File: src/hdl/tbc_pkg.sv
`timescale 1ns / 1ps
// ----------------------------------------------------------------------------
// tbc_pkg: shared types and constants of the threshold blob centroid
// Field widths, register indexes, reset values and the frame-sum record that
// travels from the pixel front end to the divider.
// ----------------------------------------------------------------------------
package tbc_pkg;

    localparam int PIX_W      = 8;
    localparam int THR_W      = 8;
    localparam int FW_W       = 11;
    localparam int POS_W      = 10;
    localparam int POS_SPAN   = 1024;
    localparam int SUM_W      = 30;
    localparam int CNT_W      = 21;
    localparam int RES_W      = 19;
    localparam int FRAC_W     = 8;
    localparam int DVD_W      = SUM_W + FRAC_W;
    localparam int DIV_STEPS  = RES_W;
    localparam int STEP_W     = $clog2(DIV_STEPS);
    localparam int CFG_IDX_W  = 2;
    localparam int CFG_DATA_W = 11;
    localparam int QUEUE_DEPTH = 2;

    localparam logic [CFG_IDX_W-1:0] CFG_PIXEL_THRESHOLD = 2'd0;
    localparam logic [CFG_IDX_W-1:0] CFG_FRAME_WIDTH     = 2'd1;

    localparam logic [THR_W-1:0] THRESHOLD_RESET   = 8'd150;
    localparam logic [FW_W-1:0]  FRAME_WIDTH_RESET = 11'd640;

    // -1.0 in 8 fraction bits
    localparam logic signed [RES_W-1:0] CENTROID_NONE = -19'sd256;
    localparam logic signed [RES_W-1:0] CENTROID_MAX  = 19'sd261888;

    typedef struct packed {
        logic [SUM_W-1:0] sum_x;
        logic [SUM_W-1:0] sum_y;
        logic [CNT_W-1:0] count;
    } t_frame_sums;

    typedef struct packed {
        logic empty;
        logic full;
    } t_queue_status;

    typedef enum logic [1:0] {
        S_IDLE,
        S_DIV,
        S_HOLD
    } t_div_state;

endpackage

File: src/hdl/tbc_if.sv
`timescale 1ns / 1ps
// ----------------------------------------------------------------------------
// tbc_if: channel interfaces of the threshold blob centroid
// Pixel stream, centroid results and register writes, each valid/ready.
// ----------------------------------------------------------------------------
interface tbc_pixel_if import tbc_pkg::*; ();
    logic             valid;
    logic             ready;
    logic [PIX_W-1:0] pixel_value;
    logic             frame_end;

    modport source (output valid, output pixel_value, output frame_end, input ready);
    modport sink   (input valid, input pixel_value, input frame_end, output ready);
endinterface

interface tbc_result_if import tbc_pkg::*; ();
    logic                    valid;
    logic                    ready;
    logic signed [RES_W-1:0] centroid_x;
    logic signed [RES_W-1:0] centroid_y;
    logic                    found;

    modport source (output valid, output centroid_x, output centroid_y, output found,
                    input ready);
    modport sink   (input valid, input centroid_x, input centroid_y, input found,
                    output ready);
endinterface

interface tbc_cfg_if import tbc_pkg::*; ();
    logic                  valid;
    logic                  ready;
    logic [CFG_IDX_W-1:0]  index;
    logic [CFG_DATA_W-1:0] data;

    modport source (output valid, output index, output data, input ready);
    modport sink   (input valid, input index, input data, output ready);
endinterface

File: src/hdl/tbc_front.sv
`timescale 1ns / 1ps
// ----------------------------------------------------------------------------
// tbc_front: pixel front end
// Tracks raster position, thresholds each pixel and accumulates the white
// pixel sums; hands the frame sums to the queue on the last pixel.
// ----------------------------------------------------------------------------
module tbc_front import tbc_pkg::*; #(
    parameter int MAX_WIDTH  = 1024,
    parameter int MAX_HEIGHT = 1024
) (
    input  logic             i_clk,
    input  logic             i_rst_n,
    input  logic             i_valid,
    output logic             o_ready,
    input  logic [PIX_W-1:0] i_pixel_value,
    input  logic             i_frame_end,
    input  logic [THR_W-1:0] i_pixel_threshold,
    input  logic [FW_W-1:0]  i_frame_width,
    input  t_queue_status    i_queue,
    output logic             o_push,
    output t_frame_sums      o_sums
);

    localparam int WIDTH_LIM  = (MAX_WIDTH < POS_SPAN) ? MAX_WIDTH : POS_SPAN;
    localparam int HEIGHT_LIM = (MAX_HEIGHT < POS_SPAN) ? MAX_HEIGHT : POS_SPAN;
    localparam logic [FW_W-1:0] WIDTH_LIM_V  = FW_W'(WIDTH_LIM);
    localparam logic [FW_W-1:0] HEIGHT_LIM_V = FW_W'(HEIGHT_LIM);

    logic [POS_W-1:0] r_col, n_col;
    logic [POS_W-1:0] r_row, n_row;
    logic [SUM_W-1:0] r_sum_x, n_sum_x;
    logic [SUM_W-1:0] r_sum_y, n_sum_y;
    logic [CNT_W-1:0] r_count, n_count;

    logic [FW_W-1:0]  width_eff;
    logic [FW_W-1:0]  col_inc;
    logic [FW_W-1:0]  row_inc;
    logic             accept;
    logic             white;
    logic [SUM_W-1:0] add_x;
    logic [SUM_W-1:0] add_y;
    logic [CNT_W-1:0] add_count;

    always_comb begin
        if (i_frame_width == '0) begin
            width_eff = FW_W'(1);
        end else if (i_frame_width > WIDTH_LIM_V) begin
            width_eff = WIDTH_LIM_V;
        end else begin
            width_eff = i_frame_width;
        end
    end

    assign o_ready = !i_queue.full;
    assign accept  = i_valid && o_ready;
    // count saturates at 2^20 white pixels
    assign white   = (i_pixel_value > i_pixel_threshold) && !r_count[CNT_W-1];
    assign col_inc = {1'b0, r_col} + FW_W'(1);
    assign row_inc = {1'b0, r_row} + FW_W'(1);

    assign add_x     = white ? r_sum_x + SUM_W'(r_col) : r_sum_x;
    assign add_y     = white ? r_sum_y + SUM_W'(r_row) : r_sum_y;
    assign add_count = white ? r_count + CNT_W'(1) : r_count;

    assign o_push       = accept && i_frame_end;
    assign o_sums.sum_x = add_x;
    assign o_sums.sum_y = add_y;
    assign o_sums.count = add_count;

    always_comb begin
        n_col   = r_col;
        n_row   = r_row;
        n_sum_x = r_sum_x;
        n_sum_y = r_sum_y;
        n_count = r_count;
        if (accept) begin
            n_sum_x = add_x;
            n_sum_y = add_y;
            n_count = add_count;
            if (col_inc >= width_eff) begin
                n_col = '0;
                n_row = (row_inc >= HEIGHT_LIM_V) ? '0 : row_inc[POS_W-1:0];
            end else begin
                n_col = col_inc[POS_W-1:0];
            end
            if (i_frame_end) begin
                n_col   = '0;
                n_row   = '0;
                n_sum_x = '0;
                n_sum_y = '0;
                n_count = '0;
            end
        end
    end

    always_ff @(posedge i_clk) begin
        if (!i_rst_n) begin
            r_col   <= '0;
            r_row   <= '0;
            r_sum_x <= '0;
            r_sum_y <= '0;
            r_count <= '0;
        end else begin
            r_col   <= n_col;
            r_row   <= n_row;
            r_sum_x <= n_sum_x;
            r_sum_y <= n_sum_y;
            r_count <= n_count;
        end
    end

endmodule

File: src/hdl/tbc_queue.sv
`timescale 1ns / 1ps
// ----------------------------------------------------------------------------
// tbc_queue: frame-sum queue
// Two-entry FIFO between the pixel front end and the divider.
// ----------------------------------------------------------------------------
module tbc_queue import tbc_pkg::*; (
    input  logic          i_clk,
    input  logic          i_rst_n,
    input  logic          i_push,
    input  t_frame_sums   i_data,
    input  logic          i_pop,
    output t_frame_sums   o_data,
    output t_queue_status o_status
);

    localparam int PTR_W  = $clog2(QUEUE_DEPTH);
    localparam int FILL_W = $clog2(QUEUE_DEPTH + 1);
    localparam logic [PTR_W-1:0]  PTR_LAST = PTR_W'(QUEUE_DEPTH - 1);
    localparam logic [FILL_W-1:0] FILL_MAX = FILL_W'(QUEUE_DEPTH);

    t_frame_sums       r_mem [QUEUE_DEPTH];
    logic [PTR_W-1:0]  r_wr_ptr, n_wr_ptr;
    logic [PTR_W-1:0]  r_rd_ptr, n_rd_ptr;
    logic [FILL_W-1:0] r_fill, n_fill;
    logic              do_push;
    logic              do_pop;

    assign o_status.empty = (r_fill == '0);
    assign o_status.full  = (r_fill == FILL_MAX);
    assign o_data         = r_mem[r_rd_ptr];

    assign do_push = i_push && !o_status.full;
    assign do_pop  = i_pop && !o_status.empty;

    always_comb begin
        n_wr_ptr = r_wr_ptr;
        n_rd_ptr = r_rd_ptr;
        n_fill   = r_fill;
        if (do_push) begin
            n_wr_ptr = (r_wr_ptr == PTR_LAST) ? '0 : r_wr_ptr + PTR_W'(1);
        end
        if (do_pop) begin
            n_rd_ptr = (r_rd_ptr == PTR_LAST) ? '0 : r_rd_ptr + PTR_W'(1);
        end
        if (do_push && !do_pop) begin
            n_fill = r_fill + FILL_W'(1);
        end else if (do_pop && !do_push) begin
            n_fill = r_fill - FILL_W'(1);
        end
    end

    always_ff @(posedge i_clk) begin
        if (do_push) begin
            r_mem[r_wr_ptr] <= i_data;
        end
    end

    always_ff @(posedge i_clk) begin
        if (!i_rst_n) begin
            r_wr_ptr <= '0;
            r_rd_ptr <= '0;
            r_fill   <= '0;
        end else begin
            r_wr_ptr <= n_wr_ptr;
            r_rd_ptr <= n_rd_ptr;
            r_fill   <= n_fill;
        end
    end

endmodule

File: src/hdl/tbc_divider.sv
`timescale 1ns / 1ps
// ----------------------------------------------------------------------------
// tbc_divider: centroid divider and output register
// Restoring division of both coordinate sums by the white count, one quotient
// bit per cycle for x and y together, then a registered result stage.
// ----------------------------------------------------------------------------
module tbc_divider import tbc_pkg::*; (
    input  logic                    i_clk,
    input  logic                    i_rst_n,
    input  t_queue_status           i_queue,
    input  t_frame_sums             i_sums,
    output logic                    o_pop,
    output logic                    o_valid,
    input  logic                    i_ready,
    output logic signed [RES_W-1:0] o_centroid_x,
    output logic signed [RES_W-1:0] o_centroid_y,
    output logic                    o_found
);

    localparam int TOP_W = DVD_W - RES_W;

    t_div_state       r_state, n_state;
    logic [STEP_W-1:0] r_step, n_step;
    logic [CNT_W-1:0] r_rem_x, n_rem_x;
    logic [CNT_W-1:0] r_rem_y, n_rem_y;
    logic [RES_W-1:0] r_q_x, n_q_x;
    logic [RES_W-1:0] r_q_y, n_q_y;
    logic [CNT_W-1:0] r_divisor, n_divisor;
    logic             r_found, n_found;
    logic             r_out_valid, n_out_valid;
    logic signed [RES_W-1:0] r_out_x, n_out_x;
    logic signed [RES_W-1:0] r_out_y, n_out_y;
    logic             r_out_found, n_out_found;

    logic [DVD_W-1:0] dvd_x;
    logic [DVD_W-1:0] dvd_y;
    logic [CNT_W:0]   trial_x;
    logic [CNT_W:0]   trial_y;
    logic [CNT_W:0]   diff_x;
    logic [CNT_W:0]   diff_y;
    logic             ge_x;
    logic             ge_y;

    assign dvd_x = {i_sums.sum_x, FRAC_W'(0)};
    assign dvd_y = {i_sums.sum_y, FRAC_W'(0)};

    assign trial_x = {r_rem_x, r_q_x[RES_W-1]};
    assign trial_y = {r_rem_y, r_q_y[RES_W-1]};
    assign diff_x  = trial_x - {1'b0, r_divisor};
    assign diff_y  = trial_y - {1'b0, r_divisor};
    assign ge_x    = trial_x >= {1'b0, r_divisor};
    assign ge_y    = trial_y >= {1'b0, r_divisor};

    assign o_valid      = r_out_valid;
    assign o_centroid_x = r_out_x;
    assign o_centroid_y = r_out_y;
    assign o_found      = r_out_found;

    always_comb begin
        n_state     = r_state;
        n_step      = r_step;
        n_rem_x     = r_rem_x;
        n_rem_y     = r_rem_y;
        n_q_x       = r_q_x;
        n_q_y       = r_q_y;
        n_divisor   = r_divisor;
        n_found     = r_found;
        n_out_valid = r_out_valid && !i_ready;
        n_out_x     = r_out_x;
        n_out_y     = r_out_y;
        n_out_found = r_out_found;
        o_pop       = 1'b0;
        case (r_state)
            S_IDLE: begin
                if (!i_queue.empty) begin
                    o_pop     = 1'b1;
                    n_divisor = i_sums.count;
                    n_found   = (i_sums.count != '0);
                    // quotient fits RES_W bits, so the top part is below the divisor
                    n_rem_x   = CNT_W'(dvd_x[DVD_W-1 -: TOP_W]);
                    n_rem_y   = CNT_W'(dvd_y[DVD_W-1 -: TOP_W]);
                    n_q_x     = dvd_x[RES_W-1:0];
                    n_q_y     = dvd_y[RES_W-1:0];
                    n_step    = '0;
                    n_state   = (i_sums.count != '0) ? S_DIV : S_HOLD;
                end
            end
            S_DIV: begin
                n_rem_x = ge_x ? diff_x[CNT_W-1:0] : trial_x[CNT_W-1:0];
                n_rem_y = ge_y ? diff_y[CNT_W-1:0] : trial_y[CNT_W-1:0];
                n_q_x   = {r_q_x[RES_W-2:0], ge_x};
                n_q_y   = {r_q_y[RES_W-2:0], ge_y};
                n_step  = r_step + STEP_W'(1);
                if (r_step == STEP_W'(DIV_STEPS - 1)) begin
                    n_state = S_HOLD;
                end
            end
            S_HOLD: begin
                if (!r_out_valid || i_ready) begin
                    n_out_valid = 1'b1;
                    n_out_x     = r_found ? $signed(r_q_x) : CENTROID_NONE;
                    n_out_y     = r_found ? $signed(r_q_y) : CENTROID_NONE;
                    n_out_found = r_found;
                    n_state     = S_IDLE;
                end
            end
            default: begin
                n_state = S_IDLE;
            end
        endcase
    end

    always_ff @(posedge i_clk) begin
        if (!i_rst_n) begin
            r_state     <= S_IDLE;
            r_out_valid <= 1'b0;
        end else begin
            r_state     <= n_state;
            r_out_valid <= n_out_valid;
        end
    end

    always_ff @(posedge i_clk) begin
        r_step      <= n_step;
        r_rem_x     <= n_rem_x;
        r_rem_y     <= n_rem_y;
        r_q_x       <= n_q_x;
        r_q_y       <= n_q_y;
        r_divisor   <= n_divisor;
        r_found     <= n_found;
        r_out_x     <= n_out_x;
        r_out_y     <= n_out_y;
        r_out_found <= n_out_found;
    end

endmodule

File: src/hdl/threshold_blob_centroid.sv
`timescale 1ns / 1ps
// ----------------------------------------------------------------------------
// threshold_blob_centroid: binary threshold centroid of a raster frame
// Pixels in raster order; one centroid result per frame.
// ----------------------------------------------------------------------------
// i_pix carries one pixel per transaction with a frame_end flag on the last
// pixel of the frame. o_res gives one transaction per frame: mean column and
// mean row of the pixels above threshold, signed with 8 fraction bits,
// truncated, and found; with no white pixel both coordinates are -256 and
// found is 0. i_cfg writes register 0 (pixel threshold) or 1 (frame width);
// it is always ready, and the user must write it only while the block is idle;
// the block does not enforce this. Pixels are taken one per cycle while the
// queue is not full. On the last pixel the frame sums go into a two-entry
// queue, from which a shared restoring divider takes each frame and divides
// x and y together. i_pix stalls only when the queue holds two unfinished frames.
// When o_res is stalled the result waits in the output register while the
// divider finishes the next frame behind it.
// Reset (synchronous, active low) restores threshold 150 and width 640, and
// clears position counters, sums, queue and result.
// ----------------------------------------------------------------------------
module threshold_blob_centroid import tbc_pkg::*; #(
    parameter int MAX_WIDTH  = 1024,
    parameter int MAX_HEIGHT = 1024
) (
    input  logic         i_clk,
    input  logic         i_rst_n,
    tbc_pixel_if.sink    i_pix,
    tbc_result_if.source o_res,
    tbc_cfg_if.sink      i_cfg
);

    logic [THR_W-1:0] r_pixel_threshold;
    logic [FW_W-1:0]  r_frame_width;

    t_queue_status queue_status;
    t_frame_sums   push_sums;
    t_frame_sums   head_sums;
    logic          push;
    logic          pop;

    assign i_cfg.ready = 1'b1;

    always_ff @(posedge i_clk) begin
        if (!i_rst_n) begin
            r_pixel_threshold <= THRESHOLD_RESET;
            r_frame_width     <= FRAME_WIDTH_RESET;
        end else if (i_cfg.valid && i_cfg.ready) begin
            case (i_cfg.index)
                CFG_PIXEL_THRESHOLD: r_pixel_threshold <= i_cfg.data[THR_W-1:0];
                CFG_FRAME_WIDTH:     r_frame_width     <= i_cfg.data[FW_W-1:0];
                default: begin
                end
            endcase
        end
    end

    tbc_front #(
        .MAX_WIDTH  (MAX_WIDTH),
        .MAX_HEIGHT (MAX_HEIGHT)
    ) u_front (
        .i_clk             (i_clk),
        .i_rst_n           (i_rst_n),
        .i_valid           (i_pix.valid),
        .o_ready           (i_pix.ready),
        .i_pixel_value     (i_pix.pixel_value),
        .i_frame_end       (i_pix.frame_end),
        .i_pixel_threshold (r_pixel_threshold),
        .i_frame_width     (r_frame_width),
        .i_queue           (queue_status),
        .o_push            (push),
        .o_sums            (push_sums)
    );

    tbc_queue u_queue (
        .i_clk    (i_clk),
        .i_rst_n  (i_rst_n),
        .i_push   (push),
        .i_data   (push_sums),
        .i_pop    (pop),
        .o_data   (head_sums),
        .o_status (queue_status)
    );

    tbc_divider u_divider (
        .i_clk        (i_clk),
        .i_rst_n      (i_rst_n),
        .i_queue      (queue_status),
        .i_sums       (head_sums),
        .o_pop        (pop),
        .o_valid      (o_res.valid),
        .i_ready      (o_res.ready),
        .o_centroid_x (o_res.centroid_x),
        .o_centroid_y (o_res.centroid_y),
        .o_found      (o_res.found)
    );

`ifndef SYNTH
    a_no_push_when_full: assert property (@(posedge i_clk) disable iff (!i_rst_n)
        push |-> !queue_status.full)
        else $error("frame sums pushed into a full queue");

    a_none_result: assert property (@(posedge i_clk) disable iff (!i_rst_n)
        (o_res.valid && !o_res.found) |->
            (o_res.centroid_x == CENTROID_NONE && o_res.centroid_y == CENTROID_NONE))
        else $error("empty frame result is not -1.0");

    a_found_range: assert property (@(posedge i_clk) disable iff (!i_rst_n)
        (o_res.valid && o_res.found) |->
            (o_res.centroid_x >= 0 && o_res.centroid_x <= CENTROID_MAX &&
             o_res.centroid_y >= 0 && o_res.centroid_y <= CENTROID_MAX))
        else $error("centroid outside the position range");

    a_pop_only_nonempty: assert property (@(posedge i_clk) disable iff (!i_rst_n)
        pop |-> !queue_status.empty)
        else $error("divider popped an empty queue");
`endif

endmodule
File: src/flat_wrapper.sv
// flat-port wrapper written by rule: the top's interface ports become plain ports
module threshold_blob_centroid_flat import tbc_pkg::*;
#(
    parameter int MAX_WIDTH  = 1024,
    parameter int MAX_HEIGHT = 1024
)
  (i_clk, i_rst_n, i_pix_valid, i_pix_pixel_value, i_pix_frame_end, i_pix_ready, o_res_valid, o_res_centroid_x, o_res_centroid_y, o_res_found, o_res_ready, i_cfg_valid, i_cfg_index, i_cfg_data, i_cfg_ready);
  tbc_pixel_if i_pix_i ();
  tbc_result_if o_res_i ();
  tbc_cfg_if i_cfg_i ();
  input  logic i_clk;
  input  logic i_rst_n;
  input wire logic [$bits(i_pix_i.valid)-1:0] i_pix_valid;
  input wire logic [$bits(i_pix_i.pixel_value)-1:0] i_pix_pixel_value;
  input wire logic [$bits(i_pix_i.frame_end)-1:0] i_pix_frame_end;
  output wire logic [$bits(i_pix_i.ready)-1:0] i_pix_ready;
  output wire logic [$bits(o_res_i.valid)-1:0] o_res_valid;
  output wire logic [$bits(o_res_i.centroid_x)-1:0] o_res_centroid_x;
  output wire logic [$bits(o_res_i.centroid_y)-1:0] o_res_centroid_y;
  output wire logic [$bits(o_res_i.found)-1:0] o_res_found;
  input wire logic [$bits(o_res_i.ready)-1:0] o_res_ready;
  input wire logic [$bits(i_cfg_i.valid)-1:0] i_cfg_valid;
  input wire logic [$bits(i_cfg_i.index)-1:0] i_cfg_index;
  input wire logic [$bits(i_cfg_i.data)-1:0] i_cfg_data;
  output wire logic [$bits(i_cfg_i.ready)-1:0] i_cfg_ready;
  assign i_pix_i.valid = i_pix_valid;
  assign i_pix_i.pixel_value = i_pix_pixel_value;
  assign i_pix_i.frame_end = i_pix_frame_end;
  assign i_pix_ready = i_pix_i.ready;
  assign o_res_valid = o_res_i.valid;
  assign o_res_centroid_x = o_res_i.centroid_x;
  assign o_res_centroid_y = o_res_i.centroid_y;
  assign o_res_found = o_res_i.found;
  assign o_res_i.ready = o_res_ready;
  assign i_cfg_i.valid = i_cfg_valid;
  assign i_cfg_i.index = i_cfg_index;
  assign i_cfg_i.data = i_cfg_data;
  assign i_cfg_ready = i_cfg_i.ready;
  threshold_blob_centroid #(.MAX_WIDTH(MAX_WIDTH), .MAX_HEIGHT(MAX_HEIGHT)) u_core (.i_clk(i_clk), .i_rst_n(i_rst_n), .i_pix(i_pix_i), .o_res(o_res_i), .i_cfg(i_cfg_i));
endmodule
File: config.mk
export PLATFORM = sky130hd
export DESIGN_NAME = threshold_blob_centroid_flat
export DESIGN_NICKNAME = d
export VERILOG_FILES = /design/src/hdl/tbc_pkg.sv /design/src/hdl/tbc_if.sv /design/src/hdl/tbc_front.sv /design/src/hdl/tbc_queue.sv /design/src/hdl/tbc_divider.sv /design/src/hdl/threshold_blob_centroid.sv /design/src/flat_wrapper.sv
export SDC_FILE = /design/constraint.sdc
export NUM_CORES = 1
export LEC_CHECK = 0
export BUFFER_PORTS_ARGS = -buffer_cell sky130_fd_sc_hd__buf_2
export CAP_MARGIN = 20
export CELL_PAD_IN_SITES_DETAIL_PLACEMENT = 1
export CELL_PAD_IN_SITES_GLOBAL_PLACEMENT = 1
export CORE_MARGIN = 2
export CORE_UTILIZATION = 44
export DETAILED_ROUTE_END_ITERATION = 16
export GPL_TIMING_DRIVEN = 1
export HOLD_SLACK_MARGIN = 0.05
export PLACE_DENSITY_LB_ADDON = 0.1
export SETUP_SLACK_MARGIN = 0.02
export SLEW_MARGIN = 20
export SYNTH_ARGS = -nofsm -noshare
export SYNTH_HDL_FRONTEND = slang
export SYNTH_HIERARCHICAL = 1
export SYNTH_SLANG_ARGS = --single-unit
File: constraint.sdc
create_clock -name i_clk -period 13.8 [get_ports i_clk]
set_input_delay 0.69 -clock i_clk [delete_from_list [all_inputs] [get_ports i_clk]]
set_output_delay 0.69 -clock i_clk [all_outputs]
set_load 0.1 [all_outputs]
Yosys cells after proc, flatten, opt, wreduce, memory -nomap -nowiden
Memories as Yosys holds them, arrays and structs flattened. A register that Yosys moved wholly into a read port is not among the register bits.
Index checks and enable logic that the tools add are counted.
Widths: inputs -> output; s select.
Storage, ports and cells
  word-level logic and storage cells: 123
  bits in writable memories: 162
  flip-flop bits (word level): 273
  memories: 1
  output and inout bits: 42
  input port bits: 27
Memory list
  u_core.u_queue.r_mem: depth 2, width 81, rd ports 1, clocked after Yosys merged registers in 1, wr ports 1, RTL line tbc_queue.sv:21  | t_frame_sums r_mem [QUEUE_DEPTH];
Operators by class
  equal/unequal tests: 8
  add/sub/neg operators: 12
  muxes and demuxes: 42
  bitwise logic cells: 1
  reduce and logical (&&, ||, !) cells: 31
  order comparisons: 6
Operators with widths (count)
  $mux 21: 6
  $mux 30: 4
  $pmux 21 s2: 2
  $pmux 19 s2: 2
  $add 30x10->30: 2
  $mux 10: 5
  $ge 22x21->1: 2
  $sub 21x21->21: 2
  $mux 19: 2
  $add 10x1->11 const B: 2
  $mux 11: 2
  $add 21x1->21 const B: 1
  $reduce_bool 21->1: 1
  $mux 2: 6
  $reduce_and 2->1: 6
  $ge 11x11->1: 1
  $ge 11x11->1 const B: 1
  $gt 11x11->1 const B: 1
  $logic_not 11->1: 1
  $mux 1: 10
  $pmux 5 s2: 1
  $gt 8x8->1: 1
  $logic_and 1x1->1: 8
  $logic_not 1->1: 7
  15 further kinds: 24

Longest topological paths before layout
  depth in word-level cells: 9
  depth in mapped cells: 15
  gate-level depth less buffers: 13

Hierarchy
The synthesis kept the hierarchy.
By module, submodules not included
  tbc_divider: instances 1, cells an instance 778, area each 8294.2 um^2
  tbc_front: instances 1, cells an instance 971, area each 7457.2 um^2
  tbc_queue: instances 1, cells an instance 277, area each 6105.9 um^2
  threshold_blob_centroid: instances 1, cells an instance 81, area each 794.5 um^2

Worst setup path after synthesis
No wires, ideal clock.
  kind: reg2reg
  from: register u_core.u_queue.r_fill[0]
  to: memory u_core/u_queue/r_mem[0][0] in the netlist's numbering (enable)
  data required time: 13293 ps
  arrival: 5213 ps
  path slack: 8081 ps
  stages on the path, launching flop included: 10
  setup time: 507 ps
  cell sequence: dfxtp_1 > nand2b_1 > inv_2 > inv_1 > nand2_1 > clkbuf_1 > buf_1 > nor2_1 > inv_1 > nor3_2
RTL lines
  start, declared: RTL line tbc_queue.sv:24  | logic [FILL_W-1:0] r_fill, n_fill;
  start signal, assigned: RTL line tbc_queue.sv:66  | r_fill <= n_fill;
  end, declared: RTL line tbc_queue.sv:21

Worst setup path after layout
  from: register u_core.u_front.r_col[0]
  to: register u_core.u_front.r_row[7]
On the way
  longest elaborated chain between the ends: 4
RTL lines
  start, declared: RTL line tbc_front.sv:29  | logic [POS_W-1:0] r_col, n_col;
  start signal, assigned: RTL line tbc_front.sv:104  | r_col <= n_col;
  $add 10x1->11: RTL line tbc_front.sv:58  | assign col_inc = {1'b0, r_col} + FW_W'(1);
  $ge 11x11->1: RTL line tbc_front.sv:80  | if (col_inc >= width_eff) begin
  $reduce_bool 2->1 (no line)
  $reduce_and 2->1 (no line)
  end signal, assigned: RTL line tbc_front.sv:105  | r_row <= n_row;
  end, declared: RTL line tbc_front.sv:30  | logic [POS_W-1:0] r_row, n_row;
Every way passes these cells.
A chain may end at the register's enable or synchronous reset.

==> out/results.ini <==
[min_path]
holdPathStages=3
hp-class=in2reg
worstHoldStart=i_cfg_data[10]
hold_end=u_core/r_frame_width[10]

[synth]
syn_nets=2225
async_flop_share_pct=0
ys.flop_type=edfxtp_1
synth-edff-count=308
synth_top_area_cell=edfxtp_1
yosys-top-cells-area=edfxtp_1 41%, dfxtp_1 11%, ha_1 4.8%, nand2_1 4.4%, mux2_2 4.3%
syn_avg_cell_area_um2=10.8
syn-cell-area_mm2=0.0227
yosys_warnings=6
ys_seq_area_share_pct=52.1
yosys_register_bits=436
yosys.cell_types.count=93
synthCells=2107
yosysTopAreaCellShare_pct=40.8

[cells_and_area]
seq_area_mm2=0.0118
multi_input_area_mm2=0.0101
n_antenna_cell=0
fin_area_mm2=0.0252
final.fill_count=5520
area.growth.synth_to_final_pct=11.1
drive_gt1_share_pct=13.3
nets=2260

[routing]
drcViolationCount=0
vias=16121
antenna_left=0
detail_route.first_pass.iterations=5
finalWirelength_um=59300
via_per_inst=5.63
drt_iter0_drc=972
detail_route.wl_per_cell_um=20.7

[cts]
ctsHoldBuffers=0
cts_setup_buffers=0
cts_made_buffers=49
cts_num_sinks=436
cts_root_buf=clkbuf_16
clkTransAtPathRegs_ns=0.06
cts-resized-gates=0
clk_path_buf_depth=3
cts_tree=done
htreeDepth=2
clock_latency_ns=0.59

[timing]
skew_ns=0.0223
finalHoldViolations=0
maxSlewViolCount=0
worst_pin_slew_ns=1.13
final.setup.worst_slack_ns=9.84
timing.fmax_ghz=0.253
post-route-period-util_pct=28.7
finalSetupTns_ns=0
finalSetupViolCount=0
rsz0062_at_grt=false
slew-limit-headroom_pct=24.4
period_minus_slack_ns=3.96
whs_ns=0.354

[floorplan]
design.core.area_mm2=0.0511
die_area_mm2=0.0533
die_w_um=231
chipHeight_um=231
io_pins=69
fp-row-count=83
initial_core_util_pct=44.3

[placed_design]
place_hpwl_um=41000
place_area_mm2=0.0235
io_buffers=67
pre_cts_slack_ns=9.50
gp_congestion=0.815

[setup_path]
path_class=reg2reg
rr_endpoint=u_core/u_front/r_row[7]
r2r_slack_ns=9.84
start_kind=register
critPathRequiredTime_ns=14.24
critPathMaxStageDelay_ns=0.88
crit_top_cell=and3_1
end_kind=register
worstRegToRegCells=12
path_cells=ha_1 > and3_1 > and3_1 > and3_1 > xor2_1 > ha_1 > and4_1 > nand2_1 > o211ai_1 > nand2_1 > o21ai_0 > a21oi_1
worstPathArrival_ns=4.39
path_max_fanout=13
crit_path_top_delay_cell=o211ai_1
timing.rr.start=u_core/u_front/r_col[0]

[grt]
grt_max_degree=87
antenna_found_initial=2
grt_pass1_vias=16706
grt_util_all_layers_pct=22.2
grt_pass1_wl_um=93500
grt-ovfl-total=0

[power_and_ir_drop]
p_leak_nw=9.51
ir_drop_v=0.000155
fin_total_pwr_mw=5.42
powerDensity_mw_per_mm2=215

[run]
drv_cap=0

[status]
run_status=finished clean

==> layout make-up <==
cell class                 count  area share [%]
tap                          680            3.38
inverter                      70            1.04
timing repair buffer          87            1.93
clock inverter                31            1.31
multi-input combinational   1498            40.2
clock buffer                  61            5.25
sequential                   436            46.9
==> where the power goes <==
group          switching, mW  internal (mW)  total (mW)
clock network          0.542          0.795        1.34
registers              0.133           1.80        1.93
logic                   1.38          0.775        2.15
==> Yosys cell counts (all sizes together) (4+ instances only) <==
cell type	n
o21bai	9
a32oi	8
mux2	86
a21oi	126
nand3b	4
a22oi	7
xor2	48
o31a	4
nor2	134
a31oi	37
a21boi	4
nor4	13
dfxtp	128
o31ai	13
or4	15
a21o	31
ha	87
o21a	12
nand2	263
buf	43
inv	69
a211oi	9
o21ai	111
a41oi	14
or3	28
nor3	26
edfxtp	308
nor2b	13
a22o	5
nand2b	27
nand4	35
o211ai	16
clkbuf	60
and4	8
o41ai	4
fa	4
mux2i	43
nand3	60
and2	43
and3	29
xnor2	78
==> worst max-delay path: cells and delay by family, from the launching register on <==
family,cells,cell delay (ns)
xor gates and xnor gates,1,0.09
adders and majority gates,2,0.55
AOI/OAI and AO/OA,3,1.27
DFF,1,0.44
and+or+nand+nor,6,1.44
==> metal layers <==
metal / track usage (%) / share of wire, % / vias to the layer above
li1: - / - / 7780
met1: 30.2 / 47 / 7994
met2: 36.6 / 47 / 244
met3: 3.30 / 3.4 / 101
met4: 7.24 / 2.7 / 2
met5: 0 / 0.029 / -
==> layout by cell type, fill, tap and decap left out, drive strengths merged, types with 60 or more instances in the layout <==
cell / n
buf: 87
nand2: 263
a21oi: 126
nor2: 134
inv: 71
dfxtp: 128
clkbuf: 61
mux2: 86
nand3: 60
o21ai: 111
ha: 87
edfxtp: 308
xnor2: 78
==> metrics by stage <==
step	std cells	util, %
6_report	2863	49.3
3_5_place_dp	2771	46.0
3_3_place_gp	2771	46.0
4_1_cts	2863	49.3
2_1_floorplan	2107	-
5_1_grt	2863	49.3
==> worst max path at each step <==
stage | slack (ns) | depth (start not counted) | endpoint | from
after floorplan | 8.08 | 9 | u_core/u_queue/r_mem[0][0] | u_core/u_queue/r_fill[0]
after global placement | 9.62 | 6 | u_core/u_queue/r_mem[0][18] | i_pix_frame_end
after detailed placement | 9.50 | 6 | u_core/u_queue/r_mem[0][18] | i_pix_frame_end
after CTS | 9.87 | 12 | u_core/u_front/r_row[7] | u_core/u_front/r_col[0]
after global routing | 9.61 | 12 | u_core/u_front/r_row[7] | u_core/u_front/r_col[0]
final | 9.84 | 12 | u_core/u_front/r_row[7] | u_core/u_front/r_col[0]
==> registers in the layout, summed over array words and instances (netlist names), 11 cells and up, named ones only <==
| register | flops |
|---|---|
| u_core/u_front/r_count | 21 |
| u_core/u_divider/o_centroid_y | 19 |
| u_core/u_divider/r_rem_y | 21 |
| u_core/u_front/r_sum_x | 30 |
| u_core/r_frame_width | 11 |
| u_core/u_queue/r_mem | 162 |
| u_core/u_divider/r_divisor | 21 |
| u_core/u_front/r_sum_y | 30 |
| u_core/u_divider/r_q_y | 19 |
| u_core/u_divider/o_centroid_x | 19 |
| u_core/u_divider/r_rem_x | 21 |
| u_core/u_divider/r_q_x | 19 |
==> kinds of logic after synthesis <==
kind of cell	count (synthesis)	synth area share (%)
other	1	0.0166
DFF	436	52.1
xor gates and xnor gates	126	4.87
muxes	129	6.18
buffers and inverters	173	3.47
and+or+nand+nor	711	15.5
AOI/OAI and AO/OA	440	12.6
adders and majority gates	91	5.16
Note: power is estimated with default switching activity, not from simulation.
